[config.mk]
export PLATFORM = sky130hd
export DESIGN_NAME = sorted_priority_queue_flat
export DESIGN_NICKNAME = d
export VERILOG_FILES = /design/src/hdl/spq_pkg.sv /design/src/hdl/spq_req_if.sv /design/src/hdl/spq_rsp_if.sv /design/src/hdl/spq_ram.sv /design/src/hdl/sorted_priority_queue.sv /design/src/flat_wrapper.sv
export SDC_FILE = /design/constraint.sdc
export NUM_CORES = 1
export LEC_CHECK = 0
export BUFFER_PORTS_ARGS = -buffer_cell sky130_fd_sc_hd__buf_2
export CAP_MARGIN = 15
export CORE_MARGIN = 5
export CORE_UTILIZATION = 38
export CTS_CLUSTER_DIAMETER = 30
export CTS_CLUSTER_SIZE = 40
export DETAILED_ROUTE_END_ITERATION = 8
export MAX_ROUTING_LAYER = met4
export PLACE_DENSITY = 0.57
export SLEW_MARGIN = 10
export SYNTH_ARGS = -nofsm -noshare
export SYNTH_HDL_FRONTEND = slang
export SYNTH_SLANG_ARGS = --single-unit
export TNS_END_PERCENT = 20
[constraint.sdc]
create_clock -name clock -period 6.8 [get_ports clock]
set_input_delay 0.68 -clock clock [delete_from_list [all_inputs] [get_ports clock]]
set_output_delay 0.68 -clock clock [all_outputs]
set_load 0.02 [all_outputs]
[src/hdl/spq_pkg.sv]
// shared constants and types for the sorted priority queue
// no dependencies; used by the channel interfaces and the queue itself
package spq_pkg;

   localparam int DEPTH_DEF = 16;

   localparam int REQ_TYPE_W = 2;
   localparam int KEY_W      = 16;
   localparam int PRIO_W     = 8;
   localparam int STATUS_W   = 2;
   localparam int OCC_W      = 5;

   // request codes
   localparam logic [REQ_TYPE_W-1:0] REQ_INSERT = 2'd0;
   localparam logic [REQ_TYPE_W-1:0] REQ_POP    = 2'd1;
   localparam logic [REQ_TYPE_W-1:0] REQ_SEARCH = 2'd2;

   // result status codes
   localparam logic [STATUS_W-1:0] STATUS_OK        = 2'd0;
   localparam logic [STATUS_W-1:0] STATUS_FULL      = 2'd1;
   localparam logic [STATUS_W-1:0] STATUS_EMPTY     = 2'd2;
   localparam logic [STATUS_W-1:0] STATUS_NOT_FOUND = 2'd3;

   typedef struct packed {
      logic [KEY_W-1:0]  key;
      logic [PRIO_W-1:0] prio;
   } entry_type;

endpackage

[src/hdl/spq_req_if.sv]
// request channel of the sorted priority queue: valid/ready plus request payload
// depends on spq_pkg
interface spq_req_if;
   logic                          valid;
   logic                          ready;
   logic [spq_pkg::REQ_TYPE_W-1:0] req_type;
   logic [spq_pkg::KEY_W-1:0]      room;
   logic [spq_pkg::PRIO_W-1:0]     priority_req;

   modport source (output valid, output req_type, output room, output priority_req,
                   input ready);
   modport sink   (input valid, input req_type, input room, input priority_req,
                   output ready);
endinterface

[src/hdl/spq_rsp_if.sv]
// result channel of the sorted priority queue: valid/ready plus result payload
// depends on spq_pkg
interface spq_rsp_if;
   logic                         valid;
   logic                         ready;
   logic [spq_pkg::STATUS_W-1:0] status;
   logic [spq_pkg::KEY_W-1:0]    out_room;
   logic [spq_pkg::PRIO_W-1:0]   out_priority;
   logic [spq_pkg::OCC_W-1:0]    occupancy;

   modport source (output valid, output status, output out_room, output out_priority,
                   output occupancy, input ready);
   modport sink   (input valid, input status, input out_room, input out_priority,
                   input occupancy, output ready);
endinterface

[src/hdl/spq_ram.sv]
// generic simple dual-port ram: one write port, one read port, registered read
// no dependencies
module spq_ram #(
   parameter int WIDTH = 24,
   parameter int DEPTH = 16
) (
   input  logic                     clock,
   input  logic                     wr_en,
   input  logic [$clog2(DEPTH)-1:0] wr_addr,
   input  logic [WIDTH-1:0]         wr_data,
   input  logic [$clog2(DEPTH)-1:0] rd_addr,
   output logic [WIDTH-1:0]         rd_data
);

   logic [WIDTH-1:0] mem_ff [DEPTH];
   logic [WIDTH-1:0] rd_data_ff;

   always_ff @(posedge clock) begin
      if (wr_en) begin
         mem_ff[wr_addr] <= wr_data;
      end
      rd_data_ff <= mem_ff[rd_addr];
   end

   assign rd_data = rd_data_ff;

endmodule

[src/hdl/sorted_priority_queue.sv]
// sorted priority queue top level: circular buffer in one ram, walked by a small sequencer
// depends on spq_pkg, spq_req_if, spq_rsp_if and spq_ram
//
//   channel | dir | handshake         | payload
//   req     | in  | valid/ready       | req_type, room, priority_req
//   rsp     | out | valid/ready       | status, out_room, out_priority, occupancy
//
// one request at a time; req is ready only when the sequencer is idle
// insert moves entries of greater priority back from the tail, then writes the new one;
// pop reads out the head entry; search compares live entries from the head to the first
// match or the last entry; refused requests and the unused code go straight to the result
// the single ram read port limits every walk to one live entry visited per cycle
// synchronous reset empties the queue at once; ram contents are left as they are
// a stalled result holds in its register until rsp ready, and no request is taken meanwhile
module sorted_priority_queue #(
   parameter int DEPTH = spq_pkg::DEPTH_DEF
) (
   input logic       clock,
   input logic       reset,
   spq_req_if.sink   req,
   spq_rsp_if.source rsp
);

   localparam int AW = $clog2(DEPTH);
   localparam int CW = $clog2(DEPTH + 1);
   localparam logic [AW:0]   DEPTH_SUM = (AW + 1)'(DEPTH);
   localparam logic [CW-1:0] DEPTH_CNT = CW'(DEPTH);

   typedef enum logic [5:0] {
      ST_IDLE     = 6'b000001,
      ST_INS_CMP  = 6'b000010,
      ST_PLACE    = 6'b000100,
      ST_POP_RD   = 6'b001000,
      ST_SRCH_CMP = 6'b010000,
      ST_RESP     = 6'b100000
   } state_type;

   function automatic logic [AW-1:0] wrap_addr(input logic [AW-1:0] base,
                                                input logic [AW-1:0] offs);
      logic [AW:0] sum;
      sum = {1'b0, base} + {1'b0, offs};
      if (sum >= DEPTH_SUM) begin
         sum = sum - DEPTH_SUM;
      end
      return sum[AW-1:0];
   endfunction

   state_type                   state_ff, state_in;
   logic [AW-1:0]               head_ff, head_in;
   logic [CW-1:0]               count_ff, count_in;
   logic [AW-1:0]               idx_ff, idx_in;
   logic [spq_pkg::KEY_W-1:0]   key_ff, key_in;
   logic [spq_pkg::PRIO_W-1:0]  prio_ff, prio_in;
   logic [spq_pkg::STATUS_W-1:0] status_ff, status_in;
   logic [spq_pkg::KEY_W-1:0]   out_key_ff, out_key_in;
   logic [spq_pkg::PRIO_W-1:0]  out_prio_ff, out_prio_in;

   logic                        accept;
   logic                        wr_en;
   logic [AW-1:0]               wr_index;
   spq_pkg::entry_type          wr_data;
   logic [AW-1:0]               rd_index;
   spq_pkg::entry_type          rd_data;
   logic [CW+spq_pkg::OCC_W-1:0] occ_ext;

   assign accept = req.valid && req.ready;

   spq_ram #(
      .WIDTH($bits(spq_pkg::entry_type)),
      .DEPTH(DEPTH)
   ) u_ram (
      .clock  (clock),
      .wr_en  (wr_en),
      .wr_addr(wrap_addr(head_ff, wr_index)),
      .wr_data(wr_data),
      .rd_addr(wrap_addr(head_ff, rd_index)),
      .rd_data(rd_data)
   );

   always_comb begin
      state_in    = state_ff;
      head_in     = head_ff;
      count_in    = count_ff;
      idx_in      = idx_ff;
      key_in      = key_ff;
      prio_in     = prio_ff;
      status_in   = status_ff;
      out_key_in  = out_key_ff;
      out_prio_in = out_prio_ff;
      wr_en       = 1'b0;
      wr_index    = idx_ff;
      wr_data     = '{key: key_ff, prio: prio_ff};
      rd_index    = '0;

      case (state_ff)
         ST_IDLE: begin
            // the first read goes out with the transfer: tail for insert, head otherwise
            if (req.req_type == spq_pkg::REQ_INSERT) begin
               rd_index = count_ff[AW-1:0] - AW'(1);
            end
            if (accept) begin
               key_in      = req.room;
               prio_in     = req.priority_req;
               status_in   = spq_pkg::STATUS_OK;
               out_key_in  = '0;
               out_prio_in = '0;
               state_in    = ST_RESP;
               case (req.req_type)
                  spq_pkg::REQ_INSERT: begin
                     idx_in = count_ff[AW-1:0];
                     if (count_ff == DEPTH_CNT) begin
                        status_in = spq_pkg::STATUS_FULL;
                     end else if (count_ff == '0) begin
                        state_in = ST_PLACE;
                     end else begin
                        state_in = ST_INS_CMP;
                     end
                  end
                  spq_pkg::REQ_POP: begin
                     if (count_ff == '0) begin
                        status_in = spq_pkg::STATUS_EMPTY;
                     end else begin
                        state_in = ST_POP_RD;
                     end
                  end
                  spq_pkg::REQ_SEARCH: begin
                     idx_in = '0;
                     if (count_ff == '0) begin
                        status_in = spq_pkg::STATUS_NOT_FOUND;
                     end else begin
                        state_in = ST_SRCH_CMP;
                     end
                  end
                  default: begin
                     state_in = ST_RESP;
                  end
               endcase
            end
         end

         ST_INS_CMP: begin
            // rd_data holds entry idx-1; next read for idx-2 goes out while we decide
            rd_index = idx_ff - AW'(2);
            if (rd_data.prio > prio_ff) begin
               wr_en   = 1'b1;
               wr_data = rd_data;
               idx_in  = idx_ff - AW'(1);
               if (idx_ff == AW'(1)) begin
                  state_in = ST_PLACE;
               end
            end else begin
               wr_en    = 1'b1;
               count_in = count_ff + CW'(1);
               state_in = ST_RESP;
            end
         end

         ST_PLACE: begin
            wr_en    = 1'b1;
            count_in = count_ff + CW'(1);
            state_in = ST_RESP;
         end

         ST_POP_RD: begin
            out_key_in  = rd_data.key;
            out_prio_in = rd_data.prio;
            head_in     = wrap_addr(head_ff, AW'(1));
            count_in    = count_ff - CW'(1);
            state_in    = ST_RESP;
         end

         ST_SRCH_CMP: begin
            rd_index = idx_ff + AW'(1);
            if (rd_data.key == key_ff) begin
               out_key_in  = rd_data.key;
               out_prio_in = rd_data.prio;
               state_in    = ST_RESP;
            end else if (CW'(idx_ff) + CW'(1) == count_ff) begin
               status_in = spq_pkg::STATUS_NOT_FOUND;
               state_in  = ST_RESP;
            end else begin
               idx_in = idx_ff + AW'(1);
            end
         end

         ST_RESP: begin
            if (rsp.ready) begin
               state_in = ST_IDLE;
            end
         end

         default: begin
            state_in = ST_IDLE;
         end
      endcase
   end

   always_ff @(posedge clock) begin
      if (reset) begin
         state_ff <= ST_IDLE;
         head_ff  <= '0;
         count_ff <= '0;
      end else begin
         state_ff <= state_in;
         head_ff  <= head_in;
         count_ff <= count_in;
      end
   end

   always_ff @(posedge clock) begin
      idx_ff      <= idx_in;
      key_ff      <= key_in;
      prio_ff     <= prio_in;
      status_ff   <= status_in;
      out_key_ff  <= out_key_in;
      out_prio_ff <= out_prio_in;
   end

   assign occ_ext = {{spq_pkg::OCC_W{1'b0}}, count_ff};

   assign req.ready        = (state_ff == ST_IDLE);
   assign rsp.valid        = (state_ff == ST_RESP);
   assign rsp.status       = status_ff;
   assign rsp.out_room     = out_key_ff;
   assign rsp.out_priority = out_prio_ff;
   assign rsp.occupancy    = occ_ext[spq_pkg::OCC_W-1:0];

`ifndef NO_ASSERTIONS
   // a full refusal is only reported when the queue really holds DEPTH entries
   a_full_status: assert property (@(posedge clock) disable iff (reset)
      (rsp.valid && rsp.status == spq_pkg::STATUS_FULL) |-> (count_ff == DEPTH_CNT))
      else $error("full status reported with room in the queue");

   // one request in flight: never taking a request while a result waits
   a_one_in_flight: assert property (@(posedge clock) disable iff (reset)
      !(req.ready && rsp.valid))
      else $error("request taken while a result is pending");

   // the count only grows through a ram write of the new entry
   a_count_grows_on_write: assert property (@(posedge clock) disable iff (reset)
      (count_ff > $past(count_ff)) |-> $past(wr_en))
      else $error("occupancy grew without an entry written");

   // an empty status is only reported when the queue holds no entries
   a_empty_pop: assert property (@(posedge clock) disable iff (reset)
      (rsp.valid && rsp.status == spq_pkg::STATUS_EMPTY) |-> (count_ff == '0))
      else $error("empty status reported with live entries");
`endif

endmodule

[src/flat_wrapper.sv]
// flat-port wrapper written by rule: the top's interface ports become plain ports
module sorted_priority_queue_flat 
#(
   parameter int DEPTH = spq_pkg::DEPTH_DEF
)
  (clock, reset, req_valid, req_req_type, req_room, req_priority_req, req_ready, rsp_valid, rsp_status, rsp_out_room, rsp_out_priority, rsp_occupancy, rsp_ready);
  spq_req_if req_i ();
  spq_rsp_if rsp_i ();
  input logic clock;
  input logic reset;
  input wire logic [$bits(req_i.valid)-1:0] req_valid;
  input wire logic [$bits(req_i.req_type)-1:0] req_req_type;
  input wire logic [$bits(req_i.room)-1:0] req_room;
  input wire logic [$bits(req_i.priority_req)-1:0] req_priority_req;
  output wire logic [$bits(req_i.ready)-1:0] req_ready;
  output wire logic [$bits(rsp_i.valid)-1:0] rsp_valid;
  output wire logic [$bits(rsp_i.status)-1:0] rsp_status;
  output wire logic [$bits(rsp_i.out_room)-1:0] rsp_out_room;
  output wire logic [$bits(rsp_i.out_priority)-1:0] rsp_out_priority;
  output wire logic [$bits(rsp_i.occupancy)-1:0] rsp_occupancy;
  input wire logic [$bits(rsp_i.ready)-1:0] rsp_ready;
  assign req_i.valid = req_valid;
  assign req_i.req_type = req_req_type;
  assign req_i.room = req_room;
  assign req_i.priority_req = req_priority_req;
  assign req_ready = req_i.ready;
  assign rsp_valid = rsp_i.valid;
  assign rsp_status = rsp_i.status;
  assign rsp_out_room = rsp_i.out_room;
  assign rsp_out_priority = rsp_i.out_priority;
  assign rsp_occupancy = rsp_i.occupancy;
  assign rsp_i.ready = rsp_ready;
  sorted_priority_queue #(.DEPTH(DEPTH)) u_core (.clock(clock), .reset(reset), .req(req_i), .rsp(rsp_i));
endmodule
* After elaboration in Yosys (flattened, before gate mapping)
Memory sizes are Yosys's and may differ from the RTL's. A register that Yosys moved wholly into a read port is not among the register bits.
Index checks and enable logic that the tools add are counted.
** Word-level totals
- Register bits :: 69
- RAM bits :: 384
- Input bits :: 30
- Output and inout bits :: 33
- Logic and storage cells :: 109
- Memories kept :: 1
** Memory list
- u_core.u_ram.mem_ff :: depth 16, width 24, read ports 1, clocked after memory_dff 1, write ports 1, line spq_ram.sv:15 : logic [WIDTH-1:0] mem_ff [DEPTH];
** Cells by class
- $add $sub $neg :: 13
- Order comparisons :: 4
- Equality and inequality tests :: 23
- Mux-type cells :: 44
- Reduce and logical (&&, ||, !) cells :: 15
** Operators with widths (count)
- $mux W6 :: 9
- $mux W24 :: 2
- $pmux W16 S3 :: 1
- $mux W16 :: 2
- $mux W4 :: 8
- $pmux W6 S5 :: 1
- $pmux W4 S3 :: 2
- $pmux W8 S3 :: 1
- $sub A4 B1 Y4 const B :: 5
- $pmux W6 S3 :: 1
- $eq A16 B16 Y1 :: 1
- $mux W8 :: 2
- $ge A5 B5 Y1 const B :: 3
- $pmux W5 S3 :: 1
- $add A4 B1 Y5 const B :: 2
- $add A4 B4 Y5 :: 2
- $mux W2 :: 5
- $reduce_bool A3 Y1 :: 3
- $gt A8 B8 Y1 :: 1
- $ne A2 B1 Y1 const B :: 4
- $ne A2 B2 Y1 const B :: 4
- $pmux W4 S2 :: 1
- $reduce_and A4 Y1 :: 2
- $eq A6 B1 Y1 const B :: 1
- 29 further kinds :: 35

* Logic depth before layout (Yosys ltp)
Gate-level depths: netlist (run 1).
- Word-level depth :: 6
- Gate-level depth with buffers :: 16
- Gate-level depth less buffers :: 12

* Cells and area by module
Synthesis (run 1) repeated with hierarchy kept, for this count alone.
** Second synthesis, totals
- Cell total of the unflattened synthesis :: 1028
- Area, all modules :: 19182.1 um^2
** By module, submodules not included
- spq_ram :: instances 1, cells each 636, area each 14930.6 um^2, sequential area each 12011.5 um^2
- sorted_priority_queue :: instances 1, cells each 392, area each 4251.6 um^2, sequential area each 1921.8 um^2

* Least setup slack after synthesis (run 1)
OpenSTA, ideal clock, no wires.
- Path kind :: reg-to-reg
- Start point :: reg u_core.state_ff[5]
- End point :: reg u_core.out_prio_ff (netlist bit u_core.rsp.out_priority[0]) (enable)
- Library setup time :: 0.445 ns
- Data arrival time :: 3.605 ns
- Data required time :: 6.355 ns
- Path slack :: 2.749 ns
- Cell stages (with the launch flop) :: 7
- Buffers on the path :: 1
- Period minus slack after synthesis :: 4.051 ns
- Path through :: dfxtp_1 -> or4_4 -> or3b_4 -> clkinv_4 -> nor2_1 -> buf_6 -> a221oi_1
** On the way
- Cells in the longest elaborated chain, start to end :: 4
- Elaborated cells on any way between the ends :: 8
- Classes of those cells :: eq/ne: 5; reduce/logical: 3
** Ends and longest elaborated chain
- start: declaration :: line sorted_priority_queue.sv:48 : state_type state_ff, state_in;
- start signal: assignment :: line sorted_priority_queue.sv:204 : state_ff <= state_in;
- $eq A6 B1 Y1 :: line sorted_priority_queue.sv:95, sorted_priority_queue.sv:221
- $logic_and A1 B1 Y1 :: line sorted_priority_queue.sv:66 : assign accept = req.valid && req.ready;
- $ne A2 B2 Y1 (no line)
- $reduce_and A3 Y1 (no line) *
- end signal: assignment :: line sorted_priority_queue.sv:216 : out_prio_ff <= out_prio_in;
- end: declaration :: line sorted_priority_queue.sv:56 : logic [spq_pkg::PRIO_W-1:0] out_prio_ff, out_prio_in;
Mark *: on every way between the ends. The rest lies on a longest branch, timed or not.
A chain may end at the register's enable or synchronous reset.

* Worst setup path after layout (run 1)
- Start point :: reg u_core.state_ff[1]
- End point :: reg u_core.u_ram.rd_data_ff[21], in the netlist u_core.u_ram.rd_data[21], read port of u_core.u_ram.mem_ff
** On the way
- Cells in the longest elaborated chain, start to end :: 5
- Elaborated cells on any way between the ends :: 8
- Classes of those cells :: add/sub: 2; order compare: 1; eq/ne: 3; mux: 2
** Ends and longest elaborated chain
- $eq A6 B5 Y1, or another cell as far along :: line sorted_priority_queue.sv:95 : case (state_ff)
- $pmux W4 S3 * :: line sorted_priority_queue.sv:95
- $add A4 B4 Y5 * :: line sorted_priority_queue.sv:41 : sum = {1'b0, base} + {1'b0, offs};
- $sub A4 B1 Y4 or $ge A5 B5 Y1 (tied branches) :: line sorted_priority_queue.sv:43, sorted_priority_queue.sv:42
- $mux W4 * :: line sorted_priority_queue.sv:42 : if (sum >= DEPTH_SUM) begin
- end: declaration :: line spq_ram.sv:16 : logic [WIDTH-1:0] rd_data_ff;
Marks and branches as above.

==> metrics.txt, run 1 <==
# TYPE chip_impl_metric gauge
chip_impl_metric{name="via_count",unit=""} 11710
chip_impl_metric{name="cts_post_setup_buffers_inserted",unit=""} 0
chip_impl_info{name="root_buffer",value="clkbuf_16"} 1
chip_impl_metric{name="crit_arrival",unit="ns"} 5.40
chip_impl_metric{name="placed_area",unit="mm2"} 0.02169
chip_impl_metric{name="finClkSkew",unit="ns"} 0.03181
chip_impl_metric{name="required",unit="ns"} 7.27
chip_impl_metric{name="insertedDiodeCount",unit=""} 0
chip_impl_info{name="worst_setup_path_end_kind",value="register"} 1
chip_impl_metric{name="detail_route.wl_per_cell",unit="um"} 25.26
chip_impl_metric{name="timing.final.crit_period",unit="ns"} 4.924
chip_impl_metric{name="clock_latency",unit="ns"} 0.63
chip_impl_metric{name="portBuffers",unit=""} 62
chip_impl_metric{name="drive_above_1_share",unit="%"} 29.46
chip_impl_info{name="worst_setup_path_startpoint",value="u_core.state_ff[1]"} 1
chip_impl_info{name="status",value="completed"} 1
chip_impl_metric{name="cellInternalPower",unit="mW"} 7.218
chip_impl_info{name="synth_largest_area_cell",value="edfxtp_1"} 1
chip_impl_info{name="hp_start",value="req_room[8]"} 1
chip_impl_metric{name="power.leakage",unit="nW"} 8.400
chip_impl_metric{name="share_of_power_burned_in_combinational_logic",unit="%"} 10.5
chip_impl_metric{name="antenna_left",unit=""} 0
chip_impl_metric{name="peakVddDrop",unit="uV"} 164.4
chip_impl_info{name="reg2reg_from",value="u_core.state_ff[1]"} 1
chip_impl_metric{name="clockPowerShare",unit="%"} 52.4
chip_impl_metric{name="gr-total-overflow",unit=""} 0
chip_impl_info{name="clock_tree_from_tritoncts",value="yes"} 1
chip_impl_metric{name="powerDensity",unit="mW/mm2"} 374.8
chip_impl_metric{name="ctsResizeCount",unit=""} 0
chip_impl_metric{name="seq_area",unit="mm2"} 0.01393
chip_impl_info{name="crit_family",value="buffers and inverters"} 1
chip_impl_metric{name="synth_cells",unit=""} 1219
chip_impl_metric{name="clock_sink_count",unit=""} 477
chip_impl_info{name="synthFlopType",value="edfxtp_1"} 1
chip_impl_metric{name="holdWs",unit="ns"} 0.2260
chip_impl_metric{name="drcViolationCount",unit=""} 0
chip_impl_metric{name="totalWireLength",unit="um"} 53720
chip_impl_metric{name="post_synth_instance_area",unit="mm2"} 0.02036
chip_impl_metric{name="yosys_top_cell_area_share",unit="%"} 64.59
chip_impl_metric{name="detailedRoute.firstIterationViolations",unit=""} 932
chip_impl_metric{name="cap_violations",unit=""} 0
chip_impl_metric{name="area_growth_syn_to_layout",unit="%"} 23.69
chip_impl_metric{name="ys.warnings.count",unit=""} 0
chip_impl_metric{name="cpPeakStageDelay",unit="ns"} 0.91
chip_impl_metric{name="htree_levels",unit=""} 3
chip_impl_metric{name="slew_viol_final",unit=""} 0
chip_impl_metric{name="routability_driven_placement_congestion_ratio",unit=""} 0.8107
chip_impl_metric{name="fmax",unit="MHz"} 203.1
chip_impl_metric{name="synth_enable_flop_cells",unit=""} 438
chip_impl_metric{name="hpwl",unit="um"} 28600
chip_impl_info{name="hold_crit_class",value="input port to register"} 1
chip_impl_metric{name="tritoncts.num_buffers",unit=""} 101
chip_impl_metric{name="place_worst_setup_slack",unit="ns"} 1.902
chip_impl_metric{name="final_area",unit="mm2"} 0.02519
chip_impl_metric{name="die_y",unit="um"} 241.5
chip_impl_metric{name="max-slew-margin-rel",unit="%"} 22.74
chip_impl_metric{name="number_of_register_bits_inferred_by_synthesis",unit=""} 477
chip_impl_metric{name="synth_seq_area_share",unit="%"} 68.43
chip_impl_metric{name="grt_max_degree",unit=""} 68
chip_impl_metric{name="chipWidth",unit="um"} 241.5
chip_impl_metric{name="cts-hold-fix-buffers",unit=""} 0
chip_impl_metric{name="fp.coreArea",unit="mm2"} 0.05287
chip_impl_metric{name="cts_buffer_depth",unit=""} 3
chip_impl_metric{name="final_core_util",unit="%"} 47.64
chip_impl_metric{name="starting_density_of_the_core",unit="%"} 38.52
chip_impl_metric{name="detailedRoute.firstPassIterationCount",unit=""} 5
chip_impl_metric{name="postSynthAreaPerCell",unit="um2"} 16.70
chip_impl_metric{name="syn-num-nets",unit=""} 1278
chip_impl_metric{name="power_frac_seq",unit="%"} 37.1
chip_impl_info{name="layout.cells.most_common_list",value="edfxtp_1 (438), clkbuf_16 (101), mux4_2 (96)"} 1
chip_impl_metric{name="swShare",unit="%"} 23.54
chip_impl_metric{name="cp.buffers_inverters",unit=""} 2
chip_impl_info{name="worst_path_max_delay_cell",value="buf_4"} 1
chip_impl_metric{name="final-hold-violation-count",unit=""} 0
chip_impl_metric{name="min_period_over_period",unit="%"} 72.42
chip_impl_metric{name="async_reset_ff_share",unit="%"} 0
chip_impl_metric{name="timing.final.ws_setup",unit="ns"} 1.876
chip_impl_metric{name="setup_viol_count_final",unit=""} 0
chip_impl_metric{name="io_pins",unit=""} 63
chip_impl_metric{name="number_of_antenna_violations_at_the_first_check_in_global_routing",unit=""} 0
chip_impl_metric{name="nFillCells",unit=""} 4450
chip_impl_metric{name="setup_tns",unit="ns"} 0
chip_impl_info{name="timing.critical_path.cells",value="nor4_1 -> nand2_1 -> inv_1 -> nand2_1 -> o221ai_1 -> ha_4 -> fa_4 -> buf_4 -> mux4_2 -> mux2i_1 -> mux2i_1 -> o21ai_0 -> a211oi_1"} 1
chip_impl_info{name="crit_type",value="register to register"} 1
chip_impl_metric{name="multi_input_area",unit="mm2"} 0.006203
chip_impl_metric{name="num_rows",unit=""} 84
chip_impl_metric{name="synth_cell_type_count",unit=""} 66
chip_impl_info{name="setup_crit_start_kind",value="register"} 1
chip_impl_info{name="final_common_cell",value="edfxtp_1"} 1
chip_impl_metric{name="clkTransAtPathRegs",unit="ns"} 0.05
chip_impl_metric{name="worst-slew-pin-transition",unit="ns"} 1.153
chip_impl_metric{name="critical_path_peak_fanout",unit=""} 67
chip_impl_metric{name="grt_pass1_wl",unit="um"} 79180
chip_impl_metric{name="sw_power",unit="mW"} 2.223
chip_impl_info{name="synth_area_leaders",value="edfxtp_1 (65%), mux4_2 (11%), dfxtp_1 (3.8%), mux2i_1 (2.4%), nor2_1 (2.1%)"} 1
chip_impl_metric{name="vias_per_cell",unit=""} 5.504
chip_impl_metric{name="num-nets-final",unit=""} 1413
chip_impl_info{name="grt_setup_unrepaired",value="no"} 1
chip_impl_metric{name="number_of_global_route_vias_before_repair",unit=""} 12190
chip_impl_metric{name="grt_usage",unit="%"} 19.13
chip_impl_metric{name="floorplan.die_area",unit="mm2"} 0.05831
==> Yosys cell counts, types with 2 or more instances <==
cell       number
a211oi_1       17
a211oi_2        6
a211oi_4        2
a21o_1          3
a21oi_1        20
a221oi_1        2
a2bb2oi_1       3
a31oi_1        23
and2b_1         4
buf_1           3
buf_2          24
buf_4           4
buf_6           7
clkbuf_1       31
dfxtp_1        39
edfxtp_1      438
fa_1            3
ha_1           26
inv_1          18
mux2_2         16
mux2i_1        48
mux4_2         96
nand2_1        35
nand2b_1        5
nand3_1        32
nand3b_1        3
nand4_1         7
nor2_1        114
nor2b_1        22
nor3_1          2
nor4_1         10
o211ai_1        7
o21ai_0        43
o21ai_1         4
o221ai_1        4
o22a_1         23
or2_2           5
or3_1           3
or4_4           2
xnor2_1        12
xor2_1         28
==> cell families after synthesis <==
group,share of synthesized area (%)
compound gates,6.028
buf+inv,2.126
fa+ha+maj,1.893
flops,68.43
mux,13.86
simple gates,5.942
xor+xnor,1.721
==> cell type report <==
type,instances,area share [%]
Tap cell,688,3.418
Sequential cell,477,55.32
Inverter,19,0.3030
Multi-Input combinational cell,654,24.63
Timing Repair Buffer,101,2.444
Clock buffer,131,10.80
Clock inverter,57,3.085
==> through the flow <==
stage	instances	power [mW]
2_1_floorplan	1219	4.188
3_3_place_gp	1939	4.527
3_5_place_dp	1939	4.542
4_1_cts	2127	9.525
5_1_grt	2127	9.778
6_report	2127	9.441
==> power by group through the flow <==
stage | sequential (mW) | clock, mW | combinational, mW
global placement | 3.55 | 0 | 0.978
floorplan | 3.56 | 0 | 0.626
global route | 3.51 | 5.20 | 1.07
CTS | 3.50 | 5.03 | 0.997
finish | 3.50 | 4.95 | 0.988
detailed placement | 3.55 | 0 | 0.993
==> worst paths after layout <==
| path | to | slack [ns] | cells after the start |
|---|---|---|---|
| hold / removal | u_core.key_ff[8] | 0.23 | 1 |
| setup reg to reg | u_core.u_ram.rd_data[21] | 1.88 | 13 |
| hold reg to reg | u_core.rsp.out_room[15] | 0.58 | 1 |
| setup / recovery | u_core.u_ram.rd_data[21] | 1.88 | 13 |
==> worst reg2reg max path, delay by kind of cell (launching register included) <==
family | cells | cell delay (ns)
AO/OA/AOI/OAI | 3 | 0.58
adder cells (fa/ha/maj) | 2 | 0.82
buffers and inverters | 2 | 1.15
flip-flops | 1 | 0.36
multiplexers | 3 | 0.79
AND/OR/NAND/NOR | 3 | 1.08
==> flip-flops by register name, summed over array words and instances, names as in the netlist <==
signal and flops:
u_core.rsp.out_room 16, u_core.head_ff 4, u_core.u_ram.mem_ff 384, u_core.u_ram.rd_data 24
u_core.state_ff 6, u_core.rsp.occupancy 5, u_core.rsp.out_priority 8, u_core.rsp.status 2
u_core.idx_ff 4, u_core.key_ff 16, u_core.prio_ff 8
==> layer usage <==
layer	part of all wire, %	routed length (um)	track usage (%)	vias to the layer above
li1	-	-	-	5149
met1	41	21870	23.92	6014
met2	49	26350	30.83	437
met3	6.9	3702	3.973	108
met4	3.3	1790	7.488	0
met5	0	0	-	-
Power figures use the tool's default switching activity.
==> inputs of run 2 (changes only) <==
--- a/config.mk
+++ b/config.mk
@@ -13,7 +13,7 @@
 export CTS_CLUSTER_SIZE = 40
 export DETAILED_ROUTE_END_ITERATION = 8
 export MAX_ROUTING_LAYER = met4
-export PLACE_DENSITY = 0.57
+export PLACE_DENSITY = 0.59
 export SLEW_MARGIN = 10
 export SYNTH_ARGS = -nofsm -noshare
 export SYNTH_HDL_FRONTEND = slang
==> constraint.sdc (replaced) <==
create_clock -name clock -period 4.3 [get_ports clock]
set_input_delay 0.43 -clock clock [delete_from_list [all_inputs] [get_ports clock]]
set_output_delay 0.43 -clock clock [all_outputs]
set_load 0.02 [all_outputs]
==> metrics.txt, run 2 (synthesis gave the netlist of run 1 again) <==
# TYPE chip_impl_metric gauge
chip_impl_metric{name="cap_violations",unit=""} 0
chip_impl_metric{name="via_count",unit=""} 11860
chip_impl_metric{name="starting_density_of_the_core",unit="%"} 38.52
chip_impl_metric{name="drcViolationCount",unit=""} 0
chip_impl_info{name="worst_setup_path_end_kind",value="register"} 1
chip_impl_metric{name="power_frac_seq",unit="%"} 37.6
chip_impl_metric{name="detailedRoute.firstIterationViolations",unit=""} 1016
chip_impl_metric{name="floorplan.die_area",unit="mm2"} 0.05831
chip_impl_metric{name="holdWs",unit="ns"} 0.05557
chip_impl_metric{name="area_growth_syn_to_layout",unit="%"} 25.33
chip_impl_metric{name="gr-total-overflow",unit=""} 0
chip_impl_metric{name="slew_viol_final",unit=""} 0
chip_impl_metric{name="finClkSkew",unit="ns"} 0.02258
chip_impl_metric{name="routability_driven_placement_congestion_ratio",unit=""} 0.8741
chip_impl_metric{name="sw_power",unit="mW"} 3.494
chip_impl_info{name="end_point_of_the_critical_path",value="u_core.u_ram.rd_data[8]"} 1
chip_impl_metric{name="insertedDiodeCount",unit=""} 0
chip_impl_info{name="largest-register",value="u_core.u_ram.mem_ff"} 1
chip_impl_metric{name="clkTransAtPathRegs",unit="ns"} 0.05
chip_impl_info{name="crit_type",value="register to register"} 1
chip_impl_metric{name="detail_route.wl_per_cell",unit="um"} 24.39
chip_impl_metric{name="powerDensity",unit="mW/mm2"} 575.6
chip_impl_info{name="root_buffer",value="clkbuf_16"} 1
chip_impl_metric{name="number_of_global_route_vias_before_repair",unit=""} 12360
chip_impl_metric{name="portBuffers",unit=""} 62
chip_impl_metric{name="totalWireLength",unit="um"} 52580
chip_impl_metric{name="rr_worst_depth",unit=""} 11
chip_impl_metric{name="swShare",unit="%"} 23.78
chip_impl_info{name="path_common_cell",value="mux2i_1"} 1
chip_impl_metric{name="grt_max_degree",unit=""} 53
chip_impl_metric{name="clockPowerShare",unit="%"} 51.2
chip_impl_info{name="crit-reg2reg-capture",value="u_core.u_ram.rd_data[8]"} 1
chip_impl_metric{name="fmax",unit="MHz"} 259.1
chip_impl_metric{name="critical_path_peak_fanout",unit=""} 44
chip_impl_metric{name="grt_usage",unit="%"} 18.63
chip_impl_metric{name="die_y",unit="um"} 241.5
chip_impl_info{name="hold_crit_class",value="input port to register"} 1
chip_impl_metric{name="post-layout-total-power",unit="mW"} 14.69
chip_impl_info{name="timing.critical_path.cells",value="or4_4 -> or2_2 -> o221ai_1 -> ha_4 -> fa_4 -> buf_12 -> mux4_2 -> mux2i_1 -> mux2i_1 -> o21ai_0 -> a211oi_2"} 1
chip_impl_metric{name="cts_post_setup_buffers_inserted",unit=""} 0
chip_impl_info{name="layout.cells.most_common_list",value="edfxtp_1 (438), mux4_2 (96), nor2_1 (95), clkbuf_16 (95), buf_2 (62)"} 1
chip_impl_metric{name="setup_tns",unit="ns"} 0
chip_impl_metric{name="num_rows",unit=""} 84
chip_impl_metric{name="crit_arrival",unit="ns"} 4.34
chip_impl_metric{name="required",unit="ns"} 4.78
chip_impl_metric{name="regToRegSetupSlack",unit="ns"} 0.44
chip_impl_metric{name="num-nets-final",unit=""} 1451
chip_impl_metric{name="cts_buffer_depth",unit=""} 3
chip_impl_metric{name="detailedRoute.firstPassIterationCount",unit=""} 7
chip_impl_metric{name="tritoncts.num_buffers",unit=""} 92
chip_impl_metric{name="fp.coreArea",unit="mm2"} 0.05287
chip_impl_info{name="setup_crit_start_kind",value="register"} 1
chip_impl_metric{name="cpPeakStageDelay",unit="ns"} 0.66
chip_impl_metric{name="peakVddDrop",unit="uV"} 318.3
chip_impl_info{name="grt_setup_unrepaired",value="no"} 1
chip_impl_metric{name="vias_per_cell",unit=""} 5.500
chip_impl_metric{name="clock_latency",unit="ns"} 0.62
chip_impl_info{name="worst_path_max_delay_cell",value="fa_4"} 1
chip_impl_metric{name="timing.final.crit_period",unit="ns"} 3.859
chip_impl_metric{name="htree_levels",unit=""} 3
chip_impl_metric{name="numPlacedInstances",unit=""} 1963
chip_impl_metric{name="antenna_left",unit=""} 0
chip_impl_metric{name="largest_register_ff_count",unit=""} 384
chip_impl_metric{name="cellInternalPower",unit="mW"} 11.20
chip_impl_metric{name="grt_pass1_wl",unit="um"} 77450
chip_impl_info{name="crit_family",value="simple AND/OR/NAND/NOR gates"} 1
chip_impl_metric{name="min_period_over_period",unit="%"} 89.75
chip_impl_info{name="clock_tree_from_tritoncts",value="yes"} 1
chip_impl_metric{name="cp.depth",unit=""} 11
chip_impl_metric{name="clock_sink_count",unit=""} 477
chip_impl_metric{name="chipWidth",unit="um"} 241.5
chip_impl_metric{name="hpwl",unit="um"} 30870
chip_impl_info{name="worst_setup_path_startpoint",value="u_core.state_ff[5]"} 1
chip_impl_info{name="status",value="completed"} 1
chip_impl_metric{name="worst-slew-pin-transition",unit="ns"} 0.9974
chip_impl_metric{name="power.leakage",unit="nW"} 8.538
chip_impl_metric{name="final_core_util",unit="%"} 48.27
chip_impl_metric{name="max-slew-margin-rel",unit="%"} 31.78
chip_impl_metric{name="share_of_power_burned_in_combinational_logic",unit="%"} 11.2
chip_impl_metric{name="cp.buffers_inverters",unit=""} 1
chip_impl_metric{name="final-hold-violation-count",unit=""} 0
chip_impl_metric{name="io_pins",unit=""} 63
chip_impl_metric{name="number_of_antenna_violations_at_the_first_check_in_global_routing",unit=""} 1
chip_impl_metric{name="final-instance-count-excl-fill",unit=""} 2156
chip_impl_info{name="final_common_cell",value="edfxtp_1"} 1
chip_impl_metric{name="drive_above_1_share",unit="%"} 29.77
chip_impl_info{name="reg2reg_from",value="u_core.state_ff[5]"} 1
chip_impl_metric{name="setup_viol_count_final",unit=""} 0
-- run 2: power groups by stage --
stage	combinational, mW	sequential [mW]	clock (mW)
final	1.64	5.52	7.53
after global routing	1.78	5.53	7.88
after CTS	1.66	5.52	7.63
after detailed placement	1.63	5.61	0
after global placement	1.61	5.60	0
after floorplan	0.989	5.63	0
-- run 2: repair_timing --
action	in CTS	in global routing
hold endpoints to repair	23	0
hold buffers	23	0
gates resized for setup	0	0
-- run 2: metrics by stage --
step                cell area (um2)  worst slack [ns]
global route                  25520            0.2541
floorplan                     20360            0.2492
finish                        25520            0.4408
detailed placement            21980            0.4719
global placement              21980            0.4803
CTS                           25520            0.4514
-- run 2: final cells by class --
class,count,area [um2]
Multi-Input combinational cell,654,6203
Timing Repair Buffer,148,1139
Clock buffer,108,2466
Clock inverter,62,842.1
Inverter,19,76.32
Tap cell,688,860.8
Fill cell,4345,27350
Sequential cell,477,13930
-- run 2: per-layer routing --
layer  wire (um)  track usage (%)  vias to the layer above
li1            -                -                     5223
met1       21530            23.47                     6084
met2       25650            29.85                      442
met3        3652            3.768                      108
met4        1748            7.437                        0
met5           0                -                        -
-- run 2: worst min path at each step --
stage	from	to	slack (ns)	depth (start not counted)
6_report	req_room[15]	u_core.key_ff[15]	0.06	1
5_1_grt	req_room[15]	u_core.key_ff[15]	0.04	1
4_1_cts	req_room[15]	u_core.key_ff[15]	0.01	1
3_5_place_dp	u_core.u_ram.rd_data[23]	u_core.rsp.out_room[15]	0.57	1
3_3_place_gp	u_core.head_ff[3]	u_core.head_ff[3]	0.56	2
2_1_floorplan	u_core.u_ram.rd_data[0]	u_core.rsp.out_priority[0]	0.53	2
